==> src/hw/rtl/bra_pkg.sv <==
// Shared constants, opcodes and types of the bitmap run allocator.
package bra_pkg;

  // Default bitmap size in bytes
  localparam int unsigned MAX_BYTES_DEF = 128;

  // Fixed field widths
  localparam int unsigned OP_W    = 2;
  localparam int unsigned BIT_W   = 10;
  localparam int unsigned RUN_W   = 11;
  localparam int unsigned MAP_W   = 8;
  localparam int unsigned LANE_W  = 3;
  localparam int unsigned LANES   = 8;

  // Reset value of the map length register
  localparam logic [MAP_W-1:0] MAP_BYTES_RST = 8'd128;

  // Runs starting at or beyond this bit cannot be reported
  localparam int unsigned START_LIMIT = 1024;

  // Opcodes
  localparam logic [OP_W-1:0] OP_CLEAR = 2'd0;
  localparam logic [OP_W-1:0] OP_TEST  = 2'd1;
  localparam logic [OP_W-1:0] OP_WRITE = 2'd2;
  localparam logic [OP_W-1:0] OP_SCAN  = 2'd3;

  // Outcome of one byte pass of the run counter
  typedef struct packed {
    logic              hit;
    logic [LANE_W-1:0] lane;
    logic [RUN_W-1:0]  run;
  } step_res_t;

endpackage

==> src/hw/rtl/bitmap_run_allocator.sv <==
// Top level of the bitmap run allocator: sequencer, config register, results.
//
// Command channel: an operation is taken at a clock edge with start_i high and
// busy_o low. opcode_i selects clear, test, write or first-fit scan; the other
// fields travel with it. map_bytes_we_i writes map_bytes_i into the map length
// register (bytes in use, clamped to MAX_BYTES); write it only while idle.
// Result channel: done_o is high for exactly one cycle with test_bit_o,
// found_o, start_index_o and index_error_o valid in that cycle. The receiver
// cannot stall; every command yields exactly one result beat.
// Test and write read the addressed byte, then answer or write it back;
// an out-of-range index is answered straight from idle. Clear and a scan
// walk the store one byte per cycle over L, the bytes in use. Empty maps
// and zero-length scans are answered from idle, without touching the store.
// busy_o stays high for the whole operation, so one command runs at a time.
// After reset the store is zeroed by a sweep over all MAX_BYTES bytes, one
// byte a cycle, with busy_o high; the map length register resets to 128.
module bitmap_run_allocator
  import bra_pkg::*;
#(
  parameter int unsigned MAX_BYTES = MAX_BYTES_DEF
) (
  input  logic             clk_i,
  input  logic             rst_ni,
  input  logic             map_bytes_we_i,
  input  logic [MAP_W-1:0] map_bytes_i,
  input  logic             start_i,
  output logic             busy_o,
  input  logic [OP_W-1:0]  opcode_i,
  input  logic [BIT_W-1:0] bit_index_i,
  input  logic             bit_value_i,
  input  logic [RUN_W-1:0] run_length_i,
  output logic             done_o,
  output logic             test_bit_o,
  output logic             found_o,
  output logic [BIT_W-1:0] start_index_o,
  output logic             index_error_o
);

  localparam int unsigned AW  = (MAX_BYTES > 1) ? $clog2(MAX_BYTES) : 1;
  localparam int unsigned CW  = $clog2(MAX_BYTES + 1);
  localparam int unsigned PW  = AW + LANE_W;
  localparam int unsigned SW  = ((PW > RUN_W) ? PW : RUN_W) + 1;

  // Sequencer states
  localparam logic [2:0] S_INIT   = 3'd0;
  localparam logic [2:0] S_IDLE   = 3'd1;
  localparam logic [2:0] S_CLEAR  = 3'd2;
  localparam logic [2:0] S_MODIFY = 3'd3;
  localparam logic [2:0] S_SCAN   = 3'd4;
  localparam logic [2:0] S_FINISH = 3'd5;

  logic [2:0]         state_q, state_d;
  logic [CW-1:0]      cnt_q, cnt_d;
  logic [RUN_W-1:0]   run_q, run_d;
  logic               vld_q, vld_d;
  logic [AW-1:0]      didx_q, didx_d;
  logic [AW-1:0]      hit_byte_q, hit_byte_d;
  logic [LANE_W-1:0]  hit_lane_q, hit_lane_d;
  logic [MAP_W-1:0]   map_bytes_q;

  logic [OP_W-1:0]    op_q;
  logic [BIT_W-1:0]   idx_q;
  logic               val_q;
  logic [RUN_W-1:0]   need_q;

  logic               done_q, done_d;
  logic               test_bit_q, test_bit_d;
  logic               found_q, found_d;
  logic [BIT_W-1:0]   start_q, start_d;
  logic               err_q, err_d;

  logic               mem_we;
  logic [AW-1:0]      mem_waddr;
  logic [7:0]         mem_wdata;
  logic               mem_re;
  logic [AW-1:0]      mem_raddr;
  logic [7:0]         mem_rdata;

  logic               accept;
  logic [MAP_W-1:0]   len;
  logic [RUN_W-1:0]   nbits;
  logic               idx_ok;
  logic [31:0]        idx_byte_in;
  logic [31:0]        idx_byte_q;
  logic [AW-1:0]      addr_in;
  logic [AW-1:0]      addr_q;
  logic [SW-1:0]      run_start;
  logic [7:0]         wr_byte;
  step_res_t          step;

  assign accept = start_i && (state_q == S_IDLE);
  assign busy_o = (state_q != S_IDLE);

  // Bytes in use, clamped to the store size
  assign len   = (32'(map_bytes_q) < MAX_BYTES) ? map_bytes_q : MAP_W'(MAX_BYTES);
  assign nbits = {len, 3'b000};
  assign idx_ok = ({1'b0, bit_index_i} < nbits);

  // Byte addresses of the indexed bit
  assign idx_byte_in = 32'(bit_index_i[BIT_W-1:LANE_W]);
  assign idx_byte_q  = 32'(idx_q[BIT_W-1:LANE_W]);
  assign addr_in     = idx_byte_in[AW-1:0];
  assign addr_q      = idx_byte_q[AW-1:0];

  // First bit of the found run, from the hit position and run length
  assign run_start = SW'({hit_byte_q, hit_lane_q}) + SW'(1) - SW'(need_q);

  // Byte with the addressed bit replaced
  always_comb begin
    wr_byte = mem_rdata;
    wr_byte[idx_q[LANE_W-1:0]] = val_q;
  end

  bra_mem #(
    .DEPTH (MAX_BYTES),
    .AW    (AW)
  ) u_mem (
    .clk_i   (clk_i),
    .we_i    (mem_we),
    .waddr_i (mem_waddr),
    .wdata_i (mem_wdata),
    .re_i    (mem_re),
    .raddr_i (mem_raddr),
    .rdata_o (mem_rdata)
  );

  bra_run_step u_step (
    .byte_i (mem_rdata),
    .run_i  (run_q),
    .need_i (need_q),
    .res_o  (step)
  );

  // Sequence the store port
  always_comb begin
    state_d    = state_q;
    cnt_d      = cnt_q;
    run_d      = run_q;
    vld_d      = 1'b0;
    didx_d     = didx_q;
    hit_byte_d = hit_byte_q;
    hit_lane_d = hit_lane_q;
    mem_we     = 1'b0;
    mem_waddr  = cnt_q[AW-1:0];
    mem_wdata  = '0;
    mem_re     = 1'b0;
    mem_raddr  = cnt_q[AW-1:0];
    done_d     = 1'b0;
    test_bit_d = test_bit_q;
    found_d    = found_q;
    start_d    = start_q;
    err_d      = err_q;
    case (state_q)
      S_INIT: begin
        // Zero the store one byte a cycle
        mem_we = 1'b1;
        if (cnt_q == CW'(MAX_BYTES - 1)) begin
          cnt_d   = '0;
          state_d = S_IDLE;
        end else begin
          cnt_d = cnt_q + CW'(1);
        end
      end
      S_IDLE: begin
        if (accept) begin
          test_bit_d = 1'b0;
          found_d    = 1'b0;
          start_d    = '0;
          err_d      = 1'b0;
          case (opcode_i)
            OP_CLEAR: begin
              if (len == '0) begin
                done_d = 1'b1;
              end else begin
                cnt_d   = '0;
                state_d = S_CLEAR;
              end
            end
            OP_TEST, OP_WRITE: begin
              if (!idx_ok) begin
                err_d  = 1'b1;
                done_d = 1'b1;
              end else begin
                mem_re    = 1'b1;
                mem_raddr = addr_in;
                state_d   = S_MODIFY;
              end
            end
            default: begin
              if ((run_length_i == '0) || (len == '0)) begin
                done_d = 1'b1;
              end else begin
                mem_re    = 1'b1;
                mem_raddr = '0;
                vld_d     = 1'b1;
                didx_d    = '0;
                cnt_d     = CW'(1);
                run_d     = '0;
                state_d   = S_SCAN;
              end
            end
          endcase
        end
      end
      S_CLEAR: begin
        // Zero the bytes in use
        mem_we = 1'b1;
        cnt_d  = cnt_q + CW'(1);
        if (32'(cnt_q) + 32'd1 >= 32'(len)) begin
          done_d  = 1'b1;
          state_d = S_IDLE;
        end
      end
      S_MODIFY: begin
        // Answer the test or write the byte back
        if (op_q == OP_TEST) begin
          test_bit_d = mem_rdata[idx_q[LANE_W-1:0]];
        end else begin
          mem_we    = 1'b1;
          mem_waddr = addr_q;
          mem_wdata = wr_byte;
        end
        done_d  = 1'b1;
        state_d = S_IDLE;
      end
      S_SCAN: begin
        if (vld_q) begin
          if (step.hit) begin
            hit_byte_d = didx_q;
            hit_lane_d = step.lane;
            state_d    = S_FINISH;
          end else begin
            run_d = step.run;
            // Prefetch the next byte while any remain
            if (32'(cnt_q) < 32'(len)) begin
              mem_re    = 1'b1;
              mem_raddr = cnt_q[AW-1:0];
              vld_d     = 1'b1;
              didx_d    = cnt_q[AW-1:0];
              cnt_d     = cnt_q + CW'(1);
            end
          end
        end else begin
          // End of map without a run
          done_d  = 1'b1;
          state_d = S_IDLE;
        end
      end
      S_FINISH: begin
        if (run_start < SW'(START_LIMIT)) begin
          found_d = 1'b1;
          start_d = run_start[BIT_W-1:0];
        end
        done_d  = 1'b1;
        state_d = S_IDLE;
      end
      default: begin
        state_d = S_IDLE;
      end
    endcase
  end

  // Control registers
  always_ff @(posedge clk_i or negedge rst_ni) begin
    if (!rst_ni) begin
      state_q    <= S_INIT;
      cnt_q      <= '0;
      run_q      <= '0;
      vld_q      <= 1'b0;
      didx_q     <= '0;
      hit_byte_q <= '0;
      hit_lane_q <= '0;
      done_q     <= 1'b0;
      test_bit_q <= 1'b0;
      found_q    <= 1'b0;
      start_q    <= '0;
      err_q      <= 1'b0;
    end else begin
      state_q    <= state_d;
      cnt_q      <= cnt_d;
      run_q      <= run_d;
      vld_q      <= vld_d;
      didx_q     <= didx_d;
      hit_byte_q <= hit_byte_d;
      hit_lane_q <= hit_lane_d;
      done_q     <= done_d;
      test_bit_q <= test_bit_d;
      found_q    <= found_d;
      start_q    <= start_d;
      err_q      <= err_d;
    end
  end

  // Map length register
  always_ff @(posedge clk_i or negedge rst_ni) begin
    if (!rst_ni) begin
      map_bytes_q <= MAP_BYTES_RST;
    end else if (map_bytes_we_i) begin
      map_bytes_q <= map_bytes_i;
    end
  end

  // Hold the command beat
  always_ff @(posedge clk_i) begin
    if (accept) begin
      op_q   <= opcode_i;
      idx_q  <= bit_index_i;
      val_q  <= bit_value_i;
      need_q <= run_length_i;
    end
  end

  assign done_o        = done_q;
  assign test_bit_o    = test_bit_q;
  assign found_o       = found_q;
  assign start_index_o = start_q;
  assign index_error_o = err_q;

endmodule

==> src/hw/rtl/bra_mem.sv <==
// Bitmap byte store: one write port and one registered read port.
module bra_mem
  import bra_pkg::*;
#(
  parameter int unsigned DEPTH = MAX_BYTES_DEF,
  parameter int unsigned AW    = 7
) (
  input  logic          clk_i,
  input  logic          we_i,
  input  logic [AW-1:0] waddr_i,
  input  logic [7:0]    wdata_i,
  input  logic          re_i,
  input  logic [AW-1:0] raddr_i,
  output logic [7:0]    rdata_o
);

  logic [7:0] mem_q [DEPTH];
  logic [7:0] rdata_q;

  // Write one byte
  always_ff @(posedge clk_i) begin
    if (we_i) begin
      mem_q[waddr_i] <= wdata_i;
    end
  end

  // Read one byte, registered
  always_ff @(posedge clk_i) begin
    if (re_i) begin
      rdata_q <= mem_q[raddr_i];
    end
  end

  assign rdata_o = rdata_q;

endmodule

==> src/hw/rtl/bra_run_step.sv <==
// Free-run counter: advances the run count over the eight bits of one byte.
module bra_run_step
  import bra_pkg::*;
(
  input  logic [7:0]       byte_i,
  input  logic [RUN_W-1:0] run_i,
  input  logic [RUN_W-1:0] need_i,
  output step_res_t        res_o
);

  logic [RUN_W-1:0]  run;
  logic              hit;
  logic [LANE_W-1:0] lane;

  // Walk the bits LSB first; stop counting at the first complete run
  always_comb begin
    run  = run_i;
    hit  = 1'b0;
    lane = '0;
    for (int j = 0; j < LANES; j++) begin
      if (!hit) begin
        if (byte_i[j]) begin
          run = '0;
        end else begin
          run = run + RUN_W'(1);
          if (run == need_i) begin
            hit  = 1'b1;
            lane = LANE_W'(j);
          end
        end
      end
    end
  end

  assign res_o.hit  = hit;
  assign res_o.lane = lane;
  assign res_o.run  = run;

endmodule
==> config.mk <==
export PLATFORM = sky130hd
export DESIGN_NAME = bitmap_run_allocator
export DESIGN_NICKNAME = d
export VERILOG_FILES = /design/src/hw/rtl/bra_pkg.sv /design/src/hw/rtl/bitmap_run_allocator.sv /design/src/hw/rtl/bra_mem.sv /design/src/hw/rtl/bra_run_step.sv
export SDC_FILE = /design/constraint.sdc
export NUM_CORES = 2
export LEC_CHECK = 0
export BUFFER_PORTS_ARGS = -buffer_cell sky130_fd_sc_hd__buf_2
export CORE_ASPECT_RATIO = 1.4
export CORE_MARGIN = 2
export CORE_UTILIZATION = 40
export CTS_CLUSTER_DIAMETER = 50
export CTS_CLUSTER_SIZE = 20
export DETAILED_ROUTE_END_ITERATION = 10
export HOLD_SLACK_MARGIN = 0.03
export PLACE_DENSITY = 0.58
export RECOVER_POWER = 25
export SLEW_MARGIN = 20
export SYNTH_ARGS = -nofsm -noshare
export SYNTH_HDL_FRONTEND = slang
export SYNTH_SLANG_ARGS = --single-unit
==> constraint.sdc <==
create_clock -name clk_i -period 11.02 [get_ports clk_i]
set_input_delay 2.204 -clock clk_i [delete_from_list [all_inputs] [get_ports clk_i]]
set_output_delay 2.204 -clock clk_i [all_outputs]
set_load 0.005 [all_outputs]
==> out/metrics.yaml <==
drive_above_1_share: 0.100
synth_cells: 4878
synth_nets: 4968
run_status: "finished with violations"
hold_buffers: 0
ir_drop_mv: 0.180
postRouteAntennaNets: 0
hpwlAfterDp_um: 106000
num_io_pins: 51
cts_max_level: 3
worst_hold_startpoint: "index_error_o$_DFFE_PN0P_"
min_to: "index_error_o$_DFFE_PN0P_"
r2r_end: "cnt_q[7]$_DFFE_PN0P_"
fin_skew_ns: 0.0471
vias_per_cell: 5.86
overflow: 0
dr.pass1.iters: 8
grt_max_degree: 131
critPathLaunchType: "flop"
p_leak_nw: 21.0
area_growth_pct: 11.0
multiInputGateArea_um2: 19600
initial_core_util: 0.403
drc: 0
clkTransAtPathRegs_ns: 0.07
grt_use_total: 0.237
path_buf_inv: 2
synth_common_cells: "1197 x nand2_1, 1056 x edfxtp_1, 325 x nand3_1"
pwr_density_cell_nw_per_um2: 231
finalSetupViolCount: 0
chipHeight_um: 439
relSlewSlack: -1.42
maxCapViolations: 11
worstPathRequired_ns: 11.63
design.core.area_um2: 134000
crit_path_end_kind: "flop"
ys_types: 126
clock_latency_ns: 0.74
fin_tns_setup_ns: 0
antenna-diode-count: 0
violations: "capacitance limit, slew limit"
max_freq_mhz: 95.2
worst-path-max-fanout: 10
synth_area_leaders: "edfxtp_1 59%, nand2_1 8.3%, a311oi_1 3.7%"
worst_pin_slew_ns: 3.62
synth_enable_flop_cells: 1056
layoutNonFillerInstCount: 6692
dieArea_um2: 138000
cts_buffer_depth: 3
yosys_warnings: 0
yosys.area.top_type_share: 0.586
layout_min_cycle_time_ns: 10.51
synthFlopType: "edfxtp_1"
first_iter_violations: 3799
ff_latch_area_um2: 33300
drv_slew: 610
finalNetCount: 4930
slowest_delay_ns: 0.58
cts_num_sinks: 1118
gp_congestion: 0.965
synth_top_cell_by_area: "edfxtp_1"
min_period_over_period: 0.953
routedWlPerCell_um: 24.9
hold_viol: 0
ys_seq_elements: 1118
synth_area_um2: 54200
arrival_ns: 11.12
antenna_found_initial: 3
ys_seq_area_frac: 0.614
worstSetupPathType: "flop to flop"
r2r_cells: 37
wirelength_um: 167000
dp_cells: 6509
path_common_cell: "ha_1"
async_reset_ff_frac: 0.0555
grt_pass1_wl_um: 246000
core.rowCount: 159
avgSynthCellArea_um2: 11.1
hp-class: "flop to flop"
cts_buffers: 96
cts_tree: "built"
path_delay_family: "simple AND/OR/NAND/NOR gates"
fillers: 12400
slowest_stage: "or4_4"
cts_root_buf: "clkbuf_16"
hold_path_depth: 2
r2r_start: "run_q[2]$_DFFE_PN0P_"
regToRegSetupSlack_ns: 0.51
fin_util: 0.448
die_x_um: 315
grt_pass1_vias: 37900
portBuffers: 50
total_power_w: 0.0139
vias: 39200
yosysMostFrequentCell: "nand2_1"
## layout make-up
| type | count | share of cell area |
|---|---|---|
| clock inverter | 77 | 0.0146 |
| multi-input combinational | 3360 | 0.326 |
| sequential | 1118 | 0.553 |
| inverter | 55 | 0.00343 |
| tap | 1771 | 0.0369 |
| timing repair buffer | 209 | 0.0253 |
| clock buffer | 102 | 0.0407 |
## logic make-up after synthesis
group / Yosys count / share of synthesized area
and+or+nand+nor: 2284 / 0.192
adders and majority gates: 54 / 0.0126
xor gates and xnor gates: 124 / 0.0212
AOI/OAI and AO/OA: 821 / 0.115
muxes: 77 / 0.0163
DFF: 1118 / 0.614
buffers and inverters: 400 / 0.0289
## per-layer routing
metal	wire [µm]	GRT usage	share of wire	vias up
met2	84400	0.410	0.51	1359
met5	30	0	0.00018	-
met4	10900	0.144	0.065	4
met3	8620	0.0294	0.052	411
met1	63100	0.281	0.38	19300
li1	-	-	-	18100
## timing repair
item / 4_1_cts / 5_1_grt
resized for setup: 0 / 19
buffers inserted: 0 / 4
setup endpoints to repair: 0 / 46
## worst max-delay path by stage
| stage | start | to | slack [ns] | cells past startpoint |
|---|---|---|---|---|
| after detailed placement | run_q[1]$_DFFE_PN0P_ | hit_byte_q[5]$_DFFE_PN0P_ | 0.22 | 37 |
| after global routing | run_q[4]$_DFFE_PN0P_ | cnt_q[7]$_DFFE_PN0P_ | -0.05 | 38 |
| final | run_q[2]$_DFFE_PN0P_ | cnt_q[7]$_DFFE_PN0P_ | 0.51 | 37 |
| after floorplan | run_q[1]$_DFFE_PN0P_ | u_mem.rdata_o[0]$_DFFE_PP_ | 0.08 | 45 |
| after global placement | run_q[1]$_DFFE_PN0P_ | hit_byte_q[6]$_DFFE_PN0P_ | 0.44 | 39 |
| after CTS | run_q[1]$_DFFE_PN0P_ | hit_byte_q[5]$_DFFE_PN0P_ | 0.21 | 37 |
## layout by cell type, fill, tap and decap left out, types with 61 or more instances in the layout
| cell type | count |
|---|---|
| nand2_1 | 1196 |
| edfxtp_1 | 1056 |
| nand3_1 | 323 |
| nor2_1 | 248 |
| a311oi_1 | 228 |
| and3_1 | 159 |
| a21oi_1 | 139 |
| buf_4 | 138 |
| xnor2_1 | 102 |
| clkbuf_16 | 97 |
| nor3_1 | 94 |
| o21ai_0 | 77 |
| dfrtp_1 | 61 |
## state kept, by name, indices dropped and copies added (netlist names), 2 cells and up
register / count
u_mem.mem_q: 1024
need_q: 11
map_bytes_q: 8
idx_q: 10
op_q: 2
hit_byte_q: 7
cnt_q: 8
start_index_o: 10
state_q: 3
didx_q: 7
u_mem.rdata_o: 8
hit_lane_q: 3
run_q: 11
## stage by stage
stage               worst slack, ns  area, µm²  hold slack, ns
finish                        0.513      60100           0.493
global route                -0.0462      60100           0.503
CTS                           0.210      60000           0.486
detailed placement            0.223      56700           0.470
global placement              0.436      56700           0.464
floorplan                    0.0822      54200           0.470
## where the power goes
group          switching, W  leakage [nW]  internal [W]
clock network       0.00172          1.60       0.00186
logic               0.00368          8.79       0.00149
registers          0.000156          10.6       0.00497
total               0.00556          21.0       0.00832
## worst register-to-register path: cells and delay by family, from the launching register on
family	cells	cell delay, ns
fa+ha+maj	3	0.75
simple gates	18	4.40
xor+xnor	1	0.36
buf+inv	2	0.33
compound gates	10	3.06
flops	1	0.53
mux	3	0.94
Power figures use the tool's default switching activity.
